File: src/sv/tpab_pkg.sv
// Shared types and constants for the duration add/subtract unit.
// Used by tpab_combine, tpab_breakdown and time_period_add_sub_breakdown.
`default_nettype none

package tpab_pkg;

   localparam logic ACTION_ADD = 1'b0;
   localparam logic ACTION_SUB = 1'b1;

   localparam logic [20:0] USEC_PER_SEC = 21'd1000000;
   localparam logic [19:0] USEC_MAX     = 20'd999999;
   localparam logic [30:0] SEC_MAX      = 31'h7FFF_FFFF;

   localparam int unsigned SEC_PER_DAY  = 86400;
   localparam int unsigned SEC_PER_HOUR = 3600;
   localparam int unsigned SEC_PER_MIN  = 60;
   localparam int unsigned USEC_PER_MS  = 1000;

   // Reciprocals for exact constant division over the operand ranges used.
   // day:    (sec >> 7)  / 675, 24-bit operand, shift 34
   // hour:   (rem >> 4)  / 225, 13-bit operand, shift 21
   // minute: (rem >> 2)  / 15,  10-bit operand, shift 14
   // milli:  (usec >> 3) / 125, 17-bit operand, shift 24
   localparam int unsigned DAY_RECIP  = 25451659;
   localparam int unsigned HOUR_RECIP = 9321;
   localparam int unsigned MIN_RECIP  = 1093;
   localparam int unsigned MS_RECIP   = 134218;

   typedef struct packed {
      logic        action;
      logic [30:0] a_sec;
      logic [19:0] a_usec;
      logic [30:0] b_sec;
      logic [19:0] b_usec;
   } req_type;

   typedef struct packed {
      logic [30:0] total_sec;
      logic [19:0] total_usec;
      logic [14:0] day_count;
      logic [4:0]  hour_part;
      logic [5:0]  minute_part;
      logic [5:0]  second_part;
      logic [9:0]  milli_part;
      logic [9:0]  micro_part;
      logic        overflow;
   } rsp_type;

   typedef struct packed {
      logic [30:0] sec;
      logic [19:0] usec;
      logic        overflow;
   } sum_type;

endpackage

`default_nettype wire

File: src/sv/tpab_combine.sv
// Two-stage add / absolute-difference of two second+microsecond durations.
// Depends on tpab_pkg.
`default_nettype none

module tpab_combine (
   input  wire logic             clock,
   input  wire logic             reset,
   input  wire logic             advance,
   input  wire logic             in_valid,
   input  wire tpab_pkg::req_type in_data,
   output logic                  out_valid,
   output tpab_pkg::sum_type     out_data
);

   logic        s1_valid_ff;
   logic        s1_sub_ff, s1_sub_in;
   logic [30:0] s1_hs_ff, s1_hs_in;
   logic [30:0] s1_ls_ff, s1_ls_in;
   logic [19:0] s1_hu_ff, s1_hu_in;
   logic [19:0] s1_lu_ff, s1_lu_in;

   logic              s2_valid_ff;
   tpab_pkg::sum_type s2_sum_ff, s2_sum_in;

   logic [19:0] a_usec, b_usec;
   logic        swap;

   logic [20:0] sum_usec;
   logic        carry;
   logic [31:0] sum_sec;
   logic [19:0] add_usec;
   logic        borrow;
   logic [19:0] dif_usec;
   logic [30:0] dif_sec;

   // stage 1: clamp and order so the larger duration comes first
   always_comb begin
      a_usec = (in_data.a_usec > tpab_pkg::USEC_MAX) ? tpab_pkg::USEC_MAX : in_data.a_usec;
      b_usec = (in_data.b_usec > tpab_pkg::USEC_MAX) ? tpab_pkg::USEC_MAX : in_data.b_usec;
      swap   = (in_data.a_sec < in_data.b_sec) ||
               ((in_data.a_sec == in_data.b_sec) && (a_usec < b_usec));
      s1_sub_in = (in_data.action == tpab_pkg::ACTION_SUB);
      s1_hs_in  = swap ? in_data.b_sec : in_data.a_sec;
      s1_ls_in  = swap ? in_data.a_sec : in_data.b_sec;
      s1_hu_in  = swap ? b_usec : a_usec;
      s1_lu_in  = swap ? a_usec : b_usec;
   end

   always_ff @(posedge clock) begin
      if (reset) begin
         s1_valid_ff <= 1'b0;
      end else if (advance) begin
         s1_valid_ff <= in_valid;
      end
   end

   always_ff @(posedge clock) begin
      if (advance) begin
         s1_sub_ff <= s1_sub_in;
         s1_hs_ff  <= s1_hs_in;
         s1_ls_ff  <= s1_ls_in;
         s1_hu_ff  <= s1_hu_in;
         s1_lu_ff  <= s1_lu_in;
      end
   end

   // stage 2: carry or borrow, saturate the sum
   always_comb begin
      sum_usec = {1'b0, s1_hu_ff} + {1'b0, s1_lu_ff};
      carry    = (sum_usec >= tpab_pkg::USEC_PER_SEC);
      sum_sec  = {1'b0, s1_hs_ff} + {1'b0, s1_ls_ff} + {31'd0, carry};
      add_usec = carry ? 20'(sum_usec - tpab_pkg::USEC_PER_SEC) : sum_usec[19:0];
      borrow   = (s1_hu_ff < s1_lu_ff);
      dif_usec = borrow ?
                 20'({1'b0, s1_hu_ff} + tpab_pkg::USEC_PER_SEC - {1'b0, s1_lu_ff}) :
                 (s1_hu_ff - s1_lu_ff);
      dif_sec  = s1_hs_ff - s1_ls_ff - {30'd0, borrow};

      if (s1_sub_ff) begin
         s2_sum_in.sec      = dif_sec;
         s2_sum_in.usec     = dif_usec;
         s2_sum_in.overflow = 1'b0;
      end else if (sum_sec[31]) begin
         s2_sum_in.sec      = tpab_pkg::SEC_MAX;
         s2_sum_in.usec     = tpab_pkg::USEC_MAX;
         s2_sum_in.overflow = 1'b1;
      end else begin
         s2_sum_in.sec      = sum_sec[30:0];
         s2_sum_in.usec     = add_usec;
         s2_sum_in.overflow = 1'b0;
      end
   end

   always_ff @(posedge clock) begin
      if (reset) begin
         s2_valid_ff <= 1'b0;
      end else if (advance) begin
         s2_valid_ff <= s1_valid_ff;
      end
   end

   always_ff @(posedge clock) begin
      if (advance) begin
         s2_sum_ff <= s2_sum_in;
      end
   end

   assign out_valid = s2_valid_ff;
   assign out_data  = s2_sum_ff;

endmodule

`default_nettype wire

File: src/sv/tpab_breakdown.sv
// Six-stage split of a duration into days, hours, minutes, seconds,
// milliseconds and microseconds by reciprocal multiplication. Depends on tpab_pkg.
`default_nettype none

module tpab_breakdown (
   input  wire logic              clock,
   input  wire logic              reset,
   input  wire logic              advance,
   input  wire logic              in_valid,
   input  wire tpab_pkg::sum_type in_data,
   output logic                   out_valid,
   output tpab_pkg::rsp_type      out_data
);

   logic [5:0] valid_ff;

   // b1: reciprocal products
   logic              [48:0] b1_pday_ff, b1_pday_in;
   logic              [34:0] b1_pms_ff, b1_pms_in;
   tpab_pkg::sum_type        b1_sum_ff;

   // b2: days, remainder, milli and micro
   tpab_pkg::rsp_type b2_rsp_ff, b2_rsp_in;
   logic [16:0]       b2_remd_ff, b2_remd_in;
   logic [31:0]       day_sec;
   logic [19:0]       ms_usec;

   // b3: hour product
   tpab_pkg::rsp_type b3_rsp_ff;
   logic [16:0]       b3_remd_ff;
   logic [26:0]       b3_phr_ff, b3_phr_in;

   // b4: hours and remainder
   tpab_pkg::rsp_type b4_rsp_ff, b4_rsp_in;
   logic [11:0]       b4_remh_ff, b4_remh_in;
   logic [16:0]       hour_sec;

   // b5: minute product
   tpab_pkg::rsp_type b5_rsp_ff;
   logic [11:0]       b5_remh_ff;
   logic [20:0]       b5_pmin_ff, b5_pmin_in;

   // b6: minutes and seconds
   tpab_pkg::rsp_type b6_rsp_ff, b6_rsp_in;
   logic [11:0]       min_sec;

   always_ff @(posedge clock) begin
      if (reset) begin
         valid_ff <= '0;
      end else if (advance) begin
         valid_ff <= {valid_ff[4:0], in_valid};
      end
   end

   always_comb begin
      b1_pday_in = 49'(in_data.sec[30:7]) * 49'(tpab_pkg::DAY_RECIP);
      b1_pms_in  = 35'(in_data.usec[19:3]) * 35'(tpab_pkg::MS_RECIP);
   end

   always_comb begin
      b2_rsp_in             = '0;
      b2_rsp_in.total_sec   = b1_sum_ff.sec;
      b2_rsp_in.total_usec  = b1_sum_ff.usec;
      b2_rsp_in.overflow    = b1_sum_ff.overflow;
      b2_rsp_in.day_count   = b1_pday_ff[48:34];
      b2_rsp_in.milli_part  = b1_pms_ff[33:24];
      day_sec               = 32'(b1_pday_ff[48:34]) * 32'(tpab_pkg::SEC_PER_DAY);
      ms_usec               = 20'(b1_pms_ff[33:24]) * 20'(tpab_pkg::USEC_PER_MS);
      b2_remd_in            = 17'({1'b0, b1_sum_ff.sec} - day_sec);
      b2_rsp_in.micro_part  = 10'(b1_sum_ff.usec - ms_usec);
   end

   always_comb begin
      b3_phr_in = 27'(b2_remd_ff[16:4]) * 27'(tpab_pkg::HOUR_RECIP);
   end

   always_comb begin
      b4_rsp_in           = b3_rsp_ff;
      b4_rsp_in.hour_part = b3_phr_ff[25:21];
      hour_sec            = 17'(b3_phr_ff[25:21]) * 17'(tpab_pkg::SEC_PER_HOUR);
      b4_remh_in          = 12'(b3_remd_ff - hour_sec);
   end

   always_comb begin
      b5_pmin_in = 21'(b4_remh_ff[11:2]) * 21'(tpab_pkg::MIN_RECIP);
   end

   always_comb begin
      b6_rsp_in             = b5_rsp_ff;
      b6_rsp_in.minute_part = b5_pmin_ff[19:14];
      min_sec               = 12'(b5_pmin_ff[19:14]) * 12'(tpab_pkg::SEC_PER_MIN);
      b6_rsp_in.second_part = 6'(b5_remh_ff - min_sec);
   end

   always_ff @(posedge clock) begin
      if (advance) begin
         b1_pday_ff <= b1_pday_in;
         b1_pms_ff  <= b1_pms_in;
         b1_sum_ff  <= in_data;
         b2_rsp_ff  <= b2_rsp_in;
         b2_remd_ff <= b2_remd_in;
         b3_rsp_ff  <= b2_rsp_ff;
         b3_remd_ff <= b2_remd_ff;
         b3_phr_ff  <= b3_phr_in;
         b4_rsp_ff  <= b4_rsp_in;
         b4_remh_ff <= b4_remh_in;
         b5_rsp_ff  <= b4_rsp_ff;
         b5_remh_ff <= b4_remh_ff;
         b5_pmin_ff <= b5_pmin_in;
         b6_rsp_ff  <= b6_rsp_in;
      end
   end

   assign out_valid = valid_ff[5];
   assign out_data  = b6_rsp_ff;

endmodule

`default_nettype wire

File: src/sv/time_period_add_sub_breakdown.sv
// Top level of the duration add/subtract unit with unit breakdown.
// Depends on tpab_pkg, tpab_combine and tpab_breakdown.
//
//   channel  direction  handshake            payload
//   req      in         req_valid/req_stall  tpab_pkg::req_type
//   rsp      out        rsp_valid/rsp_stall  tpab_pkg::rsp_type
//
// One transaction per cycle while no stalled result is held; each result
// passes through the eight-register pipeline: two for the add/subtract,
// six for the reciprocal-multiply divisions by 86400, 3600, 60 and 1000.
// Reset clears the stage valid bits only.
// A stalled result freezes every stage and stalls the request side.
`default_nettype none

module time_period_add_sub_breakdown (
   input  wire logic              clock,
   input  wire logic              reset,
   input  wire logic              req_valid,
   output logic                   req_stall,
   input  wire tpab_pkg::req_type req_payload,
   output logic                   rsp_valid,
   input  wire logic              rsp_stall,
   output tpab_pkg::rsp_type      rsp_payload
);

   logic              advance;
   logic              sum_valid;
   tpab_pkg::sum_type sum_data;

   assign advance   = !(rsp_valid && rsp_stall);
   assign req_stall = !advance;

   tpab_combine u_combine (
      .clock     (clock),
      .reset     (reset),
      .advance   (advance),
      .in_valid  (req_valid),
      .in_data   (req_payload),
      .out_valid (sum_valid),
      .out_data  (sum_data)
   );

   tpab_breakdown u_breakdown (
      .clock     (clock),
      .reset     (reset),
      .advance   (advance),
      .in_valid  (sum_valid),
      .in_data   (sum_data),
      .out_valid (rsp_valid),
      .out_data  (rsp_payload)
   );

   a_sat_value: assert property (@(posedge clock) disable iff (reset)
      rsp_valid && rsp_payload.overflow |->
         (rsp_payload.total_sec == tpab_pkg::SEC_MAX) &&
         (rsp_payload.total_usec == tpab_pkg::USEC_MAX))
      else $error("saturated result does not hold the maximum duration");

   a_sec_split: assert property (@(posedge clock) disable iff (reset)
      rsp_valid |->
         (32'(rsp_payload.day_count) * 32'(tpab_pkg::SEC_PER_DAY) +
          32'(rsp_payload.hour_part) * 32'(tpab_pkg::SEC_PER_HOUR) +
          32'(rsp_payload.minute_part) * 32'(tpab_pkg::SEC_PER_MIN) +
          32'(rsp_payload.second_part)) == 32'(rsp_payload.total_sec))
      else $error("day/hour/minute/second split does not sum to total_sec");

   a_usec_split: assert property (@(posedge clock) disable iff (reset)
      rsp_valid |->
         (20'(rsp_payload.milli_part) * 20'(tpab_pkg::USEC_PER_MS) +
          20'(rsp_payload.micro_part)) == rsp_payload.total_usec)
      else $error("milli/micro split does not sum to total_usec");

   a_minor_range: assert property (@(posedge clock) disable iff (reset)
      rsp_valid |->
         (rsp_payload.hour_part < 5'd24) && (rsp_payload.minute_part < 6'd60) &&
         (rsp_payload.second_part < 6'd60) && (rsp_payload.micro_part < 10'd1000))
      else $error("breakdown field out of range");

endmodule

`default_nettype wire
File: config.mk
export PLATFORM = sky130hd
export DESIGN_NAME = time_period_add_sub_breakdown
export DESIGN_NICKNAME = d
export VERILOG_FILES = /design/src/sv/tpab_pkg.sv /design/src/sv/tpab_combine.sv /design/src/sv/tpab_breakdown.sv /design/src/sv/time_period_add_sub_breakdown.sv
export SDC_FILE = /design/constraint.sdc
export NUM_CORES = 2
export LEC_CHECK = 0
export BUFFER_PORTS_ARGS = -buffer_cell sky130_fd_sc_hd__buf_2
export CELL_PAD_IN_SITES_DETAIL_PLACEMENT = 2
export CELL_PAD_IN_SITES_GLOBAL_PLACEMENT = 2
export CORE_ASPECT_RATIO = 1.2
export CORE_MARGIN = 1.5
export CORE_UTILIZATION = 44
export CTS_CLUSTER_SIZE = 20
export DETAILED_ROUTE_END_ITERATION = 8
export GPL_ROUTABILITY_DRIVEN = 0
export HOLD_SLACK_MARGIN = 0.15
export PLACE_DENSITY = 0.9
export SETUP_SLACK_MARGIN = 0.1
export SYNTH_ARGS = -nofsm -noshare
export SYNTH_HDL_FRONTEND = slang
export SYNTH_HIERARCHICAL = 1
export SYNTH_SLANG_ARGS = --single-unit
File: constraint.sdc
create_clock -name clock -period 25.3 [get_ports clock]
set_clock_uncertainty 0.05 [all_clocks]
set_input_delay 3.795 -clock clock [delete_from_list [all_inputs] [get_ports clock]]
set_output_delay 3.795 -clock clock [all_outputs]
set_load 0.02 [all_outputs]
==> flow_summary_export.csv <==
group,metric,value,unit
timing,slew_violations,0,
setup_path,startpoint_type,"register",
hold_path,holdPathEnd,"u_breakdown/b3_rsp_ff[74]",
timing,worstMarginPinSlew,1.18,ns
clock_tree,cts_resized,0,
logic_synthesis,synth_edf_count,713,
die,initial_core_util,0.445,
drt,drc,0,
timing,rsz0062_at_grt,"false",
drt,vias,32000,
logic_synthesis,yosys.cell_count.top_type,"ha_1",
logic_synthesis,synth_flop_cell,"edfxtp_1",
timing,finalHoldViolCount,0,
clock_tree,root_buffer,"clkbuf_16",
logic_synthesis,synth_area_per_cell,12.3,um2
timing,layout_setup_ws,16.39,ns
cells_and_area,fillers,11000,
clock_tree,cts_buffer_depth,3,
logic_synthesis,synth_fp_nets,5215,
timing,period_share,0.352,
setup_path,timing.rr.start,"u_combine/s1_lu_ff[4]",
setup_path,critPathCaptureType,"register",
clock_tree,tritoncts,"done",
setup_path,crit_slowest_cell,"o41ai_1",
timing,clock.fmax,112,MHz
clock_tree,post_cts_buffers,0,
grt,grt_pass1_vias,38500,
cells_and_area,layout-drive-gt1-share,0.112,
grt,gr-total-overflow,0,
drt,viasPerCell,5.47,
drt,wirelength,155,mm
clock_tree,clk_pin_slew_worst_paths,0.06,ns
clock_tree,cts_made_buffers,83,
grt,grt_max_degree,90,
placed_design,dp_slack,16.61,ns
setup_path,cp_max_fo,29,
grt,grt_pass1_wl,236,mm
logic_synthesis,syn-cell-area,49700,um2
cells_and_area,area_growth,11.2,%
logic_synthesis,synthCells,4028,
die,die_x,310,um
clock_tree,clk_latency,0.71,ns
setup_path,crit_type,"register to register",
grt,track_usage,0.274,
cells_and_area,multiInputGateArea,24900,um2
drt,routedWlPerCell,26.4,um
logic_synthesis,ys_types,107,
timing,tns,0,ns
die,std_cell_rows,134,
logic_synthesis,async_flop_share,0,
die,die_h,371,um
logic_synthesis,ys_warn_count,6,
job,maxCapViolations,0,
logic_synthesis,synth_top_area_cell,"edfxtp_1",
logic_synthesis,yosys-top-cells-area,"edfxtp_1 43%, ha_1 20%, fa_1 11%, inv_1 6.0%, xnor2_1 2.6%",
setup_path,r2r_slack,16.39,ns
die,ios,213,
hold_path,whs_path_depth,0,
logic_synthesis,ys_top_cells_by_count,"803 x ha_1, 792 x inv_1, 713 x edfxtp_1",
setup_path,worst-endpoint-arrival,9.26,ns
drt,ant_nets,0,
logic_synthesis,yosysTopAreaCellShare,0.430,
timing,whs,0.355,ns
drt,drtIter0Drc,1669,
clock_tree,cts-htree-levels,3,
setup_path,timing.rr.end,"u_combine/out_data[51]",
grt,grt_antenna_before_repair,2,
placed_design,numPortBuffers,212,
placed_design,dpl.hpwl,117,mm
die,core_area,112000,um2
clock_tree,hold_buffers,0,
timing,slew_headroom,0.214,
hold_path,holdCritStartpoint,"u_breakdown/b2_rsp_ff[74]",
cells_and_area,num_antenna_cells,0,
timing,finalSetupViolations,0,
die,die-area,115000,um2
cells_and_area,final_util,0.495,
setup_path,rr_worst_depth,26,
cells_and_area,nets,5475,
drt,drtPass1Iterations,5,
clock_tree,cts_sinks,721,
status,status,"finished clean",
logic_synthesis,synth-seq-area-share,0.434,
logic_synthesis,synth-seq-cells,721,
cells_and_area,regArea,21600,um2
setup_path,max_stage_delay,0.83,ns
timing,period_needed,8.91,ns
hold_path,holdCritPathClass,"register to register",
setup_path,startpoint,"u_combine/s1_lu_ff[4]",
setup_path,crit_required,25.66,ns
==> placed cells by master, fill, tap and decap left out, drive strengths merged, types with 6 or more instances in the layout <==
cell type  count
a31oi         29
or3           12
nand2        108
nand2b        24
edfxtp       713
o21bai        32
clkinvlp       7
inv          807
a22oi         16
or2            6
nor2         150
ha           803
and3           8
o31ai         19
o211ai        20
o21ai         97
clkinv        39
mux2i         47
a21oi        157
clkbuf        96
xnor2        149
bufinv         7
o21a          17
mux2          71
nor3          53
nand3b         6
fa           277
a21boi         7
nor2b         26
nor4          18
xor2          39
nand4         35
buf          230
a21o          70
nand3         32
a211oi        30
dfxtp          8
==> per-layer routing <==
layer / routed length [um] / vias up / track usage
met3: 5040 / 366 / 0.0348
met4: 7310 / 0 / 0.124
li1: - / 14500 / -
met1: 57300 / 16400 / 0.293
met5: 0 / - / 0
met2: 85200 / 776 / 0.529
==> through the flow <==
step	std cells	area [um2]
6_report	5854	55300
5_1_grt	5854	55300
4_1_cts	5854	55300
3_5_place_dp	5699	52600
3_3_place_gp	5699	52600
2_1_floorplan	4028	49700
==> how the worst max path moves through the flow <==
stage	endpoint	slack (ns)
final	u_combine/out_data[51]	16.39
after global routing	u_combine/out_data[51]	15.89
after CTS	u_combine/out_data[51]	16.43
after detailed placement	u_combine/s1_hs_ff[4]	16.61
after global placement	u_combine/s1_hs_ff[15]	16.98
after floorplan	u_breakdown/b1_pday_ff[0]	4.80
==> critical path, delay by kind of cell, from the launching register on <==
kind / cells / cell delay, ns
compound gates: 14 / 4.82
fa+ha+maj: 5 / 1.71
xor+xnor: 1 / 0.27
buf+inv: 4 / 0.86
flops: 1 / 0.41
simple gates: 2 / 0.46
==> final cells by class <==
class                           count  share of cell area
Tap cell                         1496              0.0338
Inverter                          801              0.0544
Clock inverter                     59              0.0111
Clock buffer                       96              0.0388
Sequential cell                   721               0.390
Multi-Input combinational cell   2451               0.450
Timing Repair Buffer              230              0.0216
==> cells by family (layout without fill, tap and decap cells) <==
| group | Yosys count | in the layout | synth area share |
|---|---|---|---|
| multiplexers | 118 | 118 | 0.0255 |
| AO/OA/AOI/OAI | 565 | 565 | 0.0779 |
| AND/OR/NAND/NOR | 500 | 500 | 0.0502 |
| buffers and inverters | 856 | 1186 | 0.0657 |
| flip-flops | 721 | 721 | 0.434 |
| XOR/XNOR | 188 | 188 | 0.0334 |
| adder cells (fa/ha/maj) | 1080 | 1080 | 0.314 |
==> flip-flops by register name, indices dropped and copies added, names as in the netlist, 16 cells and up <==
signal	cells
u_combine/s1_ls_ff	31
u_combine/s1_lu_ff	20
u_breakdown/b2_rsp_ff	84
u_breakdown/b4_rsp_ff	89
u_breakdown/b1_sum_ff	51
u_combine/s1_hs_ff	31
u_combine/out_data	52
u_breakdown/b1_pday_ff	16
u_breakdown/b5_rsp_ff	89
u_breakdown/out_data	99
u_combine/s1_hu_ff	20
u_breakdown/b3_rsp_ff	84
Power is not shown: default switching activity piles up to over one toggle a cycle in this logic, so the estimate is an artifact.
